<file path="src/sv/bole_pkg.sv">
// Shared types, widths and codes for the bounded ordered list engine.
// No dependencies; compile first.
package bole_pkg;

  localparam int CAPACITY_DEF = 16;

  localparam int CMD_W    = 2;
  localparam int VALUE_W  = 32;
  localparam int POS_W    = 8;
  localparam int AMT_W    = 8;
  localparam int STATUS_W = 3;
  localparam int FOUND_W  = 4;
  localparam int FILL_W   = 5;

  typedef logic signed [VALUE_W-1:0] value_t;

  typedef enum logic [CMD_W-1:0] {
    CMD_INSERT = 2'd0,
    CMD_DELETE = 2'd1,
    CMD_SEARCH = 2'd2,
    CMD_ROTATE = 2'd3
  } cmd_t;

  typedef enum logic [STATUS_W-1:0] {
    ST_OK       = 3'd0,
    ST_FULL     = 3'd1,
    ST_EMPTY    = 3'd2,
    ST_BADPOS   = 3'd3,
    ST_NOTFOUND = 3'd4
  } status_t;

  typedef enum logic [2:0] {
    S_IDLE,
    S_REM,
    S_MOVE,
    S_PUT,
    S_DONE
  } state_t;

endpackage

</file>
<file path="src/sv/bole_if.sv">
// Command and result channel interfaces (valid/ready with payload).
// Depends on bole_pkg.
interface bole_in_if;
  import bole_pkg::*;

  logic              valid;
  logic              ready;
  cmd_t              command;
  value_t            value;
  logic [POS_W-1:0]  position;
  logic [AMT_W-1:0]  amount;

  modport source (output valid, output command, output value, output position,
                  output amount, input ready);
  modport sink   (input valid, input command, input value, input position,
                  input amount, output ready);
endinterface

interface bole_out_if;
  import bole_pkg::*;

  logic               valid;
  logic               ready;
  status_t            status;
  value_t             removed;
  logic [FOUND_W-1:0] found_index;
  logic [FILL_W-1:0]  fill;

  modport source (output valid, output status, output removed, output found_index,
                  output fill, input ready);
  modport sink   (input valid, input status, input removed, input found_index,
                  input fill, output ready);
endinterface

</file>
<file path="src/sv/bounded_ordered_list_engine_unit.sv">
// Bounded ordered list engine: top level with sequencer, two list banks and remainder unit.
// Depends on bole_pkg, bole_if, bole_ram and bole_rem.
//
// The block holds an ordered list of up to CAPACITY signed 32-bit entries in
// one of two RAM banks and works on one command beat at a time: insert at a
// 1-based position, delete at a position (the entry comes back in removed),
// search for the first filled entry equal to value, and rotate left by amount
// modulo the fill count. Each command beat yields exactly one result beat
// with a status and the fill count after the command. The cost of a command
// is set by the single read port of the active bank, one entry a cycle:
// a rejected command (full, empty, bad position) reads no entries; insert at
// position p reads the entries from p to the end, as does delete at p;
// search stops at the first match, or reads the whole list when nothing
// matches; rotate waits on the remainder unit and then copies the whole list.
// Rotation copies the list into the other bank and then swaps banks, so a
// rotation never moves an entry in place. A new command is taken once the previous
// result has been placed in the output register, even if that beat has not
// yet been taken downstream. There is no clearing pass after reset.
module bounded_ordered_list_engine_unit #(
  parameter int CAPACITY = bole_pkg::CAPACITY_DEF
) (
  input  logic       clk,
  input  logic       rst_n,
  bole_in_if.sink    in_ch,
  bole_out_if.source out_ch
);
  import bole_pkg::*;

  localparam int AW = $clog2(CAPACITY);
  localparam int CW = $clog2(CAPACITY + 1);
  localparam int XW = ((CW > POS_W) ? CW : POS_W) + 1;

  // control state
  state_t              state_r, state_nxt;
  logic [CW-1:0]       occ_r, occ_nxt;
  logic                bank_r, bank_nxt;
  logic                pend_r, pend_nxt;
  logic                out_valid_r, out_valid_nxt;

  // command context
  cmd_t                cmd_r, cmd_nxt;
  value_t              val_r, val_nxt;
  logic [AW-1:0]       put_addr_r, put_addr_nxt;
  logic [AW-1:0]       rd_addr_r, rd_addr_nxt;
  logic [CW-1:0]       left_r, left_nxt;
  logic [AW-1:0]       dst_r, dst_nxt;
  logic [AW-1:0]       pend_addr_r, pend_addr_nxt;
  logic                first_r, first_nxt;
  status_t             status_r, status_nxt;
  value_t              removed_r, removed_nxt;
  logic [AW-1:0]       found_r, found_nxt;

  // result register
  status_t             out_status_r, out_status_nxt;
  value_t              out_removed_r, out_removed_nxt;
  logic [FOUND_W-1:0]  out_found_r, out_found_nxt;
  logic [FILL_W-1:0]   out_fill_r, out_fill_nxt;

  // RAM and remainder unit hookup
  logic                ram_we;
  logic                wr_bank;
  logic [AW-1:0]       ram_waddr;
  logic [VALUE_W-1:0]  ram_wdata;
  logic [VALUE_W-1:0]  rdata0, rdata1, rdata;
  logic                rem_start;
  logic                rem_done;
  logic [CW-1:0]       rem_q;

  logic                accept;
  logic                issue;
  logic [XW-1:0]       pos_x, occ_x;
  logic [CW-1:0]       occ_new;

  assign accept = in_ch.valid && (state_r == S_IDLE);
  assign pos_x  = XW'(in_ch.position);
  assign occ_x  = XW'(occ_r);
  assign issue  = (left_r != '0);
  assign rdata  = bank_r ? rdata1 : rdata0;

  always_comb begin
    state_nxt       = state_r;
    occ_nxt         = occ_r;
    bank_nxt        = bank_r;
    pend_nxt        = pend_r;
    out_valid_nxt   = out_valid_r && !out_ch.ready;
    cmd_nxt         = cmd_r;
    val_nxt         = val_r;
    put_addr_nxt    = put_addr_r;
    rd_addr_nxt     = rd_addr_r;
    left_nxt        = left_r;
    dst_nxt         = dst_r;
    pend_addr_nxt   = pend_addr_r;
    first_nxt       = first_r;
    status_nxt      = status_r;
    removed_nxt     = removed_r;
    found_nxt       = found_r;
    out_status_nxt  = out_status_r;
    out_removed_nxt = out_removed_r;
    out_found_nxt   = out_found_r;
    out_fill_nxt    = out_fill_r;
    ram_we          = 1'b0;
    wr_bank         = bank_r;
    ram_waddr       = pend_addr_r;
    ram_wdata       = rdata;
    rem_start       = 1'b0;
    occ_new         = occ_r;
    in_ch.ready     = 1'b0;

    unique case (state_r)
      S_IDLE: begin
        in_ch.ready = 1'b1;
        if (accept) begin
          cmd_nxt      = in_ch.command;
          val_nxt      = in_ch.value;
          removed_nxt  = '0;
          found_nxt    = '0;
          first_nxt    = 1'b1;
          pend_nxt     = 1'b0;
          dst_nxt      = '0;
          status_nxt   = ST_OK;
          put_addr_nxt = AW'(pos_x - XW'(1));
          unique case (in_ch.command)
            CMD_INSERT: begin
              // fullness first, then position
              if (occ_r >= CW'(CAPACITY)) begin
                status_nxt = ST_FULL;
                state_nxt  = S_DONE;
              end else if (pos_x == '0 || pos_x > occ_x + XW'(1)) begin
                status_nxt = ST_BADPOS;
                state_nxt  = S_DONE;
              end else begin
                // move the tail up, last entry first
                rd_addr_nxt = AW'(occ_r - CW'(1));
                left_nxt    = CW'(occ_x - pos_x + XW'(1));
                state_nxt   = S_MOVE;
              end
            end
            CMD_DELETE: begin
              if (occ_r == '0) begin
                status_nxt = ST_EMPTY;
                state_nxt  = S_DONE;
              end else if (pos_x == '0 || pos_x > occ_x) begin
                status_nxt = ST_BADPOS;
                state_nxt  = S_DONE;
              end else begin
                // first beat read is the victim, the rest close the gap
                rd_addr_nxt = AW'(pos_x - XW'(1));
                left_nxt    = CW'(occ_x - pos_x + XW'(1));
                state_nxt   = S_MOVE;
              end
            end
            CMD_SEARCH: begin
              status_nxt  = ST_NOTFOUND;
              rd_addr_nxt = '0;
              left_nxt    = occ_r;
              state_nxt   = S_MOVE;
            end
            CMD_ROTATE: begin
              if (occ_r == '0) begin
                status_nxt = ST_EMPTY;
                state_nxt  = S_DONE;
              end else begin
                rem_start = 1'b1;
                state_nxt = S_REM;
              end
            end
            default: begin
              state_nxt = S_DONE;
            end
          endcase
        end
      end

      S_REM: begin
        // hold until the shift is known, then copy from it into the spare bank
        if (rem_done) begin
          rd_addr_nxt = AW'(rem_q);
          left_nxt    = occ_r;
          state_nxt   = S_MOVE;
        end
      end

      S_MOVE: begin
        if (issue) begin
          pend_nxt      = 1'b1;
          pend_addr_nxt = rd_addr_r;
          left_nxt      = left_r - CW'(1);
          priority if (cmd_r == CMD_INSERT) begin
            rd_addr_nxt = rd_addr_r - AW'(1);
          end else if (cmd_r == CMD_ROTATE) begin
            if (CW'(rd_addr_r) == occ_r - CW'(1)) begin
              rd_addr_nxt = '0;
            end else begin
              rd_addr_nxt = rd_addr_r + AW'(1);
            end
          end else begin
            rd_addr_nxt = rd_addr_r + AW'(1);
          end
        end else begin
          pend_nxt = 1'b0;
        end

        if (pend_r) begin
          unique case (cmd_r)
            CMD_INSERT: begin
              ram_we    = 1'b1;
              ram_waddr = pend_addr_r + AW'(1);
            end
            CMD_DELETE: begin
              first_nxt = 1'b0;
              if (first_r) begin
                removed_nxt = rdata;
              end else begin
                ram_we    = 1'b1;
                ram_waddr = pend_addr_r - AW'(1);
              end
            end
            CMD_SEARCH: begin
              if (rdata == val_r) begin
                // first match wins: drop the rest of the pass
                status_nxt = ST_OK;
                found_nxt  = pend_addr_r;
                pend_nxt   = 1'b0;
                left_nxt   = '0;
                state_nxt  = S_DONE;
              end
            end
            CMD_ROTATE: begin
              ram_we    = 1'b1;
              wr_bank   = ~bank_r;
              ram_waddr = dst_r;
              dst_nxt   = dst_r + AW'(1);
            end
            default: begin
              ram_we = 1'b0;
            end
          endcase
        end

        if (!issue && !pend_r) begin
          state_nxt = (cmd_r == CMD_INSERT) ? S_PUT : S_DONE;
        end
      end

      S_PUT: begin
        // drop the new value into the opened slot
        ram_we    = 1'b1;
        ram_waddr = put_addr_r;
        ram_wdata = val_r;
        state_nxt = S_DONE;
      end

      S_DONE: begin
        if (status_r == ST_OK) begin
          unique case (cmd_r)
            CMD_INSERT: occ_new = occ_r + CW'(1);
            CMD_DELETE: occ_new = occ_r - CW'(1);
            CMD_SEARCH: occ_new = occ_r;
            CMD_ROTATE: occ_new = occ_r;
            default:    occ_new = occ_r;
          endcase
        end
        // advance once the output register is free
        if (!out_valid_r || out_ch.ready) begin
          out_valid_nxt   = 1'b1;
          out_status_nxt  = status_r;
          out_removed_nxt = removed_r;
          out_found_nxt   = FOUND_W'(found_r);
          out_fill_nxt    = FILL_W'(occ_new);
          occ_nxt         = occ_new;
          if (cmd_r == CMD_ROTATE && status_r == ST_OK) begin
            bank_nxt = ~bank_r;
          end
          state_nxt = S_IDLE;
        end
      end

      default: begin
        state_nxt = S_IDLE;
      end
    endcase
  end

  always_ff @(posedge clk) begin
    if (!rst_n) begin
      state_r     <= S_IDLE;
      occ_r       <= '0;
      bank_r      <= 1'b0;
      pend_r      <= 1'b0;
      out_valid_r <= 1'b0;
    end else begin
      state_r     <= state_nxt;
      occ_r       <= occ_nxt;
      bank_r      <= bank_nxt;
      pend_r      <= pend_nxt;
      out_valid_r <= out_valid_nxt;
    end
  end

  always_ff @(posedge clk) begin
    cmd_r         <= cmd_nxt;
    val_r         <= val_nxt;
    put_addr_r    <= put_addr_nxt;
    rd_addr_r     <= rd_addr_nxt;
    left_r        <= left_nxt;
    dst_r         <= dst_nxt;
    pend_addr_r   <= pend_addr_nxt;
    first_r       <= first_nxt;
    status_r      <= status_nxt;
    removed_r     <= removed_nxt;
    found_r       <= found_nxt;
    out_status_r  <= out_status_nxt;
    out_removed_r <= out_removed_nxt;
    out_found_r   <= out_found_nxt;
    out_fill_r    <= out_fill_nxt;
  end

  bole_ram #(
    .WIDTH (VALUE_W),
    .DEPTH (CAPACITY)
  ) u_bank0 (
    .clk   (clk),
    .we    (ram_we && !wr_bank),
    .waddr (ram_waddr),
    .wdata (ram_wdata),
    .raddr (rd_addr_r),
    .rdata (rdata0)
  );

  bole_ram #(
    .WIDTH (VALUE_W),
    .DEPTH (CAPACITY)
  ) u_bank1 (
    .clk   (clk),
    .we    (ram_we && wr_bank),
    .waddr (ram_waddr),
    .wdata (ram_wdata),
    .raddr (rd_addr_r),
    .rdata (rdata1)
  );

  bole_rem #(
    .CW (CW)
  ) u_rem (
    .clk      (clk),
    .rst_n    (rst_n),
    .start    (rem_start),
    .dividend (in_ch.amount),
    .divisor  (occ_r),
    .done     (rem_done),
    .rem      (rem_q)
  );

  assign out_ch.valid       = out_valid_r;
  assign out_ch.status      = out_status_r;
  assign out_ch.removed     = out_removed_r;
  assign out_ch.found_index = out_found_r;
  assign out_ch.fill        = out_fill_r;

endmodule

</file>
<file path="src/sv/bole_ram.sv">
// Generic single-write, single-read RAM with registered read data.
// No dependencies.
module bole_ram #(
  parameter int WIDTH = 32,
  parameter int DEPTH = 16
) (
  input  logic                     clk,
  input  logic                     we,
  input  logic [$clog2(DEPTH)-1:0] waddr,
  input  logic [WIDTH-1:0]         wdata,
  input  logic [$clog2(DEPTH)-1:0] raddr,
  output logic [WIDTH-1:0]         rdata
);

  logic [WIDTH-1:0] mem [DEPTH];

  always_ff @(posedge clk) begin
    if (we) begin
      mem[waddr] <= wdata;
    end
    rdata <= mem[raddr];
  end

endmodule

</file>
<file path="src/sv/bole_rem.sv">
// Restoring remainder unit: rotate amount modulo the fill count, one bit a cycle.
// Depends on bole_pkg.
module bole_rem #(
  parameter int CW = 5
) (
  input  logic                      clk,
  input  logic                      rst_n,
  input  logic                      start,
  input  logic [bole_pkg::AMT_W-1:0] dividend,
  input  logic [CW-1:0]             divisor,
  output logic                      done,
  output logic [CW-1:0]             rem
);
  import bole_pkg::*;

  localparam int CNT_W = (AMT_W > 1) ? $clog2(AMT_W) : 1;

  logic             busy_r, busy_nxt;
  logic             done_r, done_nxt;
  logic [CNT_W-1:0] cnt_r, cnt_nxt;
  logic [AMT_W-1:0] dvd_r, dvd_nxt;
  logic [CW-1:0]    dsr_r, dsr_nxt;
  logic [CW-1:0]    rem_r, rem_nxt;
  logic [CW:0]      trial;

  always_comb begin
    busy_nxt = busy_r;
    done_nxt = 1'b0;
    cnt_nxt  = cnt_r;
    dvd_nxt  = dvd_r;
    dsr_nxt  = dsr_r;
    rem_nxt  = rem_r;
    trial    = {rem_r, dvd_r[AMT_W-1]};
    if (start) begin
      busy_nxt = 1'b1;
      cnt_nxt  = '0;
      dvd_nxt  = dividend;
      dsr_nxt  = divisor;
      rem_nxt  = '0;
    end else if (busy_r) begin
      // bring down the next bit, subtract where it fits
      if (trial >= {1'b0, dsr_r}) begin
        rem_nxt = CW'(trial - {1'b0, dsr_r});
      end else begin
        rem_nxt = CW'(trial);
      end
      dvd_nxt = {dvd_r[AMT_W-2:0], 1'b0};
      cnt_nxt = cnt_r + CNT_W'(1);
      if (cnt_r == CNT_W'(AMT_W - 1)) begin
        busy_nxt = 1'b0;
        done_nxt = 1'b1;
      end
    end
  end

  always_ff @(posedge clk) begin
    if (!rst_n) begin
      busy_r <= 1'b0;
      done_r <= 1'b0;
    end else begin
      busy_r <= busy_nxt;
      done_r <= done_nxt;
    end
  end

  always_ff @(posedge clk) begin
    cnt_r <= cnt_nxt;
    dvd_r <= dvd_nxt;
    dsr_r <= dsr_nxt;
    rem_r <= rem_nxt;
  end

  assign done = done_r;
  assign rem  = rem_r;

endmodule
</file>
<file path="src/flat_wrapper.sv">
// flat-port wrapper written by rule: the top's interface ports become plain ports
module bounded_ordered_list_engine_unit_flat import bole_pkg::*;
#(
  parameter int CAPACITY = bole_pkg::CAPACITY_DEF
)
  (clk, rst_n, in_ch_valid, in_ch_command, in_ch_value, in_ch_position, in_ch_amount, in_ch_ready, out_ch_valid, out_ch_status, out_ch_removed, out_ch_found_index, out_ch_fill, out_ch_ready);
  bole_in_if in_ch_i ();
  bole_out_if out_ch_i ();
  input  logic clk;
  input  logic rst_n;
  input wire logic [$bits(in_ch_i.valid)-1:0] in_ch_valid;
  input wire logic [$bits(in_ch_i.command)-1:0] in_ch_command;
  input wire logic [$bits(in_ch_i.value)-1:0] in_ch_value;
  input wire logic [$bits(in_ch_i.position)-1:0] in_ch_position;
  input wire logic [$bits(in_ch_i.amount)-1:0] in_ch_amount;
  output wire logic [$bits(in_ch_i.ready)-1:0] in_ch_ready;
  output wire logic [$bits(out_ch_i.valid)-1:0] out_ch_valid;
  output wire logic [$bits(out_ch_i.status)-1:0] out_ch_status;
  output wire logic [$bits(out_ch_i.removed)-1:0] out_ch_removed;
  output wire logic [$bits(out_ch_i.found_index)-1:0] out_ch_found_index;
  output wire logic [$bits(out_ch_i.fill)-1:0] out_ch_fill;
  input wire logic [$bits(out_ch_i.ready)-1:0] out_ch_ready;
  assign in_ch_i.valid = in_ch_valid;
  assign in_ch_i.command = in_ch_command;
  assign in_ch_i.value = in_ch_value;
  assign in_ch_i.position = in_ch_position;
  assign in_ch_i.amount = in_ch_amount;
  assign in_ch_ready = in_ch_i.ready;
  assign out_ch_valid = out_ch_i.valid;
  assign out_ch_status = out_ch_i.status;
  assign out_ch_removed = out_ch_i.removed;
  assign out_ch_found_index = out_ch_i.found_index;
  assign out_ch_fill = out_ch_i.fill;
  assign out_ch_i.ready = out_ch_ready;
  bounded_ordered_list_engine_unit #(.CAPACITY(CAPACITY)) u_core (.clk(clk), .rst_n(rst_n), .in_ch(in_ch_i), .out_ch(out_ch_i));
endmodule
</file>
<file path="config.mk">
export PLATFORM = sky130hd
export DESIGN_NAME = bounded_ordered_list_engine_unit_flat
export DESIGN_NICKNAME = d
export VERILOG_FILES = /design/src/sv/bole_pkg.sv /design/src/sv/bole_if.sv /design/src/sv/bounded_ordered_list_engine_unit.sv /design/src/sv/bole_ram.sv /design/src/sv/bole_rem.sv /design/src/flat_wrapper.sv
export SDC_FILE = /design/constraint.sdc
export NUM_CORES = 1
export LEC_CHECK = 0
export BUFFER_PORTS_ARGS = -buffer_cell sky130_fd_sc_hd__buf_2
export CAP_MARGIN = 10
export CORE_UTILIZATION = 56
export CTS_BUF_LIST = sky130_fd_sc_hd__clkbuf_4
export DETAILED_ROUTE_END_ITERATION = 6
export PLACE_DENSITY = 0.72
export SLEW_MARGIN = 25
export SYNTH_ARGS = -nofsm -noshare
export SYNTH_HDL_FRONTEND = slang
export SYNTH_HIERARCHICAL = 1
export SYNTH_SLANG_ARGS = --single-unit
</file>
<file path="constraint.sdc">
create_clock -name clk -period 7.7 [get_ports clk]
set_clock_uncertainty 0.05 [all_clocks]
set_input_delay 1.54 -clock clk [delete_from_list [all_inputs] [get_ports clk]]
set_output_delay 1.54 -clock clk [all_outputs]
set_load 0.02 [all_outputs]
</file>
==> run metrics <==
status=finished with violations; failing checks=design-rule violations; RSZ-0062 raised after global routing=no; Buf/Inv on CP=1; Nets=roughly 2,900; highest-delay cell along the critical path=clkinv_2; DP HPWL=around 74,000 um; Vias=26,120; Routed Antenna Nets=0; sequential share of the synthesized area=roughly 76%; # DRC=8; Critical Path RT=~8.4 ns; routability-driven placement congestion ratio=0.9082; cts hold-fix bufs=0; Max H-tree Level=5; io pins=100; Die ar.=between 80,000 and 90,000 um^2; port bufs=99; All-Layer GR Usage=a little over a quarter; Worst-Skew Late Latency=between 1 and 1.5 ns; CP startpoint=u_core/state_r[1]$_SDFFE_PN0P_; crit path cell chain=nand2b_1, nor2_1, clkinv_2, a211oi_1, a221o_1, nand3_1, nor2_4; # resized after CTS=0; kind of critical path=flop to flop; DR iter-0 viols=roughly 3,000; CP max stage delay=roughly 1.0 ns; #FFs+latches synth=approximately 1,300; Syn Inst Count=between 2,000 and 2,500; post-route minimum period=approximately 5.2 ns; Area growth syn-to-layout=14.11%; Worst Setup End Kind=flop; global-route wire length before repair=170,400 um; Final Slew Violations=0; Core Box Area=roughly 86,000 um^2; slew at the pin closest to its max-slew limit=around 1.1 ns; maximum number of pins on one net before global-route repair=112; Wirelength per Cell=roughly 28 um; Mapped Area=48,530 um^2; crit path to=u_core/u_bank0/mem[15][1]$_DFFE_PP_; Slew HR=a little over a quarter; crit path DAT=approximately 5.9 ns; Post CTS Setup Buffer Count=0; Static Leak=around 19 nW; CTS tree=done; ys flop type=edfxtp_1; CP Launch Type=flop; clock root cell=clkbuf_4; asr flop ratio synth=0%; Distinct cells, synth=67; clock buffer depth=4; max frequency=just under 200 MHz; setup TNS=0 ns; antenna violations before repair=9; worst vdd ir=between 150 and 200 uV; Max Cap Viol=0; First-pass DRT Iterations=7; Final Cycle Share=roughly 68%; Synth Area per Inst=roughly 20 um^2; vias in the first global route=between 20,000 and 30,000; TritonCTS Buffers=323; DRT Wirelength=approximately 120,000 um; R2R setup slack=about 2.5 ns; Post-synth EDFFs=about 1,200; grt total ovfl=0; Power Total=17.19 mW; Die Width=slightly below 300 um; Final Hold Fails=0; cells on worst reg2reg path=7; CP Max Fanout=48; Reg-to-Reg Start=u_core/state_r[1]$_SDFFE_PN0P_; number of synthesis warnings=6; share of layout cells above drive strength 1=between 30% and 40%; Rows=roughly 110; die height=between 200 and 300 um; Mapped Nets=roughly 2,500; Crit path depth=7; cell family with most CP delay=simple AND/OR/NAND/NOR gates; Vias/cell=a little over 6; Initial Util=56.72%; clk slew on worst S/H paths=roughly 0.070 ns; PwrDens=~310 nW/um^2; Hold Crit Class=flop to flop; final setup fails=0; # clock sinks=1,261; Crit Reg-Reg Endpoint=u_core/u_bank0/mem[15][1]$_DFFE_PP_
-- placed cells by master, fill, tap and decap left out, types with 18 or more instances in the layout --
master	netlist	layout
buf_4	19	61
inv_1	41	39
edfxtp_1	1176	1176
nand2_1	92	90
mux2i_1	35	35
nor2_1	130	103
a21oi_1	52	45
mux4_2	256	256
buf_2	16	99
ha_1	42	42
a22oi_1	131	131
nand3_1	18	18
o21ai_0	24	24
dfxtp_1	85	84
clkbuf_4	0	474
xnor2_1	51	51
clkinv_1	3	71
nor2_4	0	27
-- metrics by stage --
stage	cell area, um^2	hold WS, ns	std cells	utilization [%]	worst slack [ns]
after floorplan	48530	0.3503	2432	-	2.799
after CTS	55210	0.3090	4197	64.54	2.948
after detailed placement	51190	0.3554	3639	59.84	2.904
final	55370	0.3580	4210	64.73	2.494
after global routing	55370	0.3335	4210	64.73	2.374
after global placement	50750	0.3571	3622	59.32	3.155
-- worst min-delay path by stage --
stage	startpoint	endpoint	slack, ns	cells after the start
6_report	u_core/removed_r[2]$_SDFFCE_PN0P_	u_core/out_ch.removed[2]$_DFFE_PP_	0.36	0
3_5_place_dp	u_core/removed_r[7]$_SDFFCE_PN0P_	u_core/out_ch.removed[7]$_DFFE_PP_	0.36	0
3_3_place_gp	u_core/removed_r[19]$_SDFFCE_PN0P_	u_core/out_ch.removed[19]$_DFFE_PP_	0.36	0
2_1_floorplan	u_core/found_r[0]$_SDFFCE_PN0P_	u_core/out_ch.found_index[0]$_DFFE_PP_	0.35	0
5_1_grt	in_ch_value[24]	u_core/val_r[24]$_DFFE_PP_	0.33	1
4_1_cts	in_ch_value[23]	u_core/val_r[23]$_DFFE_PP_	0.31	1
-- synthesized netlist by cell type (5+ instances only) --
cell type	n	area [um^2]
edfxtp_1	1176	35310
mux4_2	256	5766
a22oi_1	131	983.4
nor2_1	130	488.0
nand2_1	92	345.3
dfxtp_1	85	1702
a21oi_1	52	260.3
clkbuf_1	51	191.4
xnor2_1	51	446.7
ha_1	42	525.5
inv_1	41	153.9
mux2i_1	35	350.3
buf_1	28	105.1
o21ai_0	24	120.1
nor3_1	21	105.1
buf_4	19	142.6
nand3_1	18	90.09
buf_2	16	80.08
nor2b_1	15	93.84
xor2_1	14	122.6
nand2b_1	10	62.56
nor4_1	9	56.30
a221o_1	8	80.08
and2_1	8	50.05
nand3b_1	8	60.06
mux2_2	7	78.83
mux2i_2	7	96.34
nand4_1	6	37.54
a22o_1	5	43.79
-- metal layers --
metal,vias to the layer above,GRT usage [%],part of all wire [%]
li1,10930,-,-
met1,13410,39.84,40
met2,1582,41.64,47
met3,196,5.581,11
met4,2,9.404,2.4
met5,-,0,0.016
-- sequential cells by signal (all words and copies together), names as in the netlist, 2 cells and up --
name	count
u_core/cmd_r	2
u_core/dst_r	4
u_core/found_r	4
u_core/left_r	5
u_core/occ_r	5
u_core/out_ch.fill	5
u_core/out_ch.found_index	4
u_core/out_ch.removed	32
u_core/out_ch.status	3
u_core/pend_addr_r	4
u_core/put_addr_r	4
u_core/rd_addr_r	4
u_core/removed_r	32
u_core/state_r	3
u_core/status_r	3
u_core/u_bank0/mem	512
u_core/u_bank0/rdata	32
u_core/u_bank1/mem	512
u_core/u_bank1/rdata	32
u_core/u_rem/cnt_r	3
u_core/u_rem/dsr_r	5
u_core/u_rem/dvd_r	8
u_core/u_rem/rem	5
u_core/val_r	32
-- cells by family (layout without fill, tap and decap cells) --
family / Yosys count / count (layout) / share of synthesized area [%]
AO/OA/AOI/OAI: 262 / 262 / 3.790
adder cells (fa/ha/maj): 44 / 44 / 1.165
XOR/XNOR: 65 / 65 / 1.173
multiplexers: 305 / 305 / 12.96
AND/OR/NAND/NOR: 334 / 334 / 3.148
other: 0 / 8 / 0
buffers and inverters: 161 / 787 / 1.480
flip-flops: 1261 / 1261 / 76.28
-- worst register-to-register path, cell delays in order (launching register included) --
cell and delay, ns:
dfxtp_1 0.48, nand2b_1 0.16, nor2_1 0.79, clkinv_2 1.03
a211oi_1 0.57, a221o_1 0.43, nand3_1 0.39, nor2_4 0.93
-- layout make-up --
type	count	area [um^2]
fill	5678	30180
timing repair buffer	185	1582
sequential	1261	37020
tap	1144	1431
inverter	44	166.4
clock inverter	84	462.9
multi-input combinational	1010	11130
antenna	8	20.02
clock buffer	474	3558
-- power by group --
| group | total, mW | leakage (nW) | switching [mW] | internal [mW] |
|---|---|---|---|---|
| Sequential | 8.65 | 11.4 | 0.201 | 8.45 |
| Clock | 5.55 | 2.40 | 2.57 | 2.98 |
| Combinational | 2.99 | 4.71 | 2.06 | 0.930 |
Note: power is estimated with default switching activity, not from simulation.
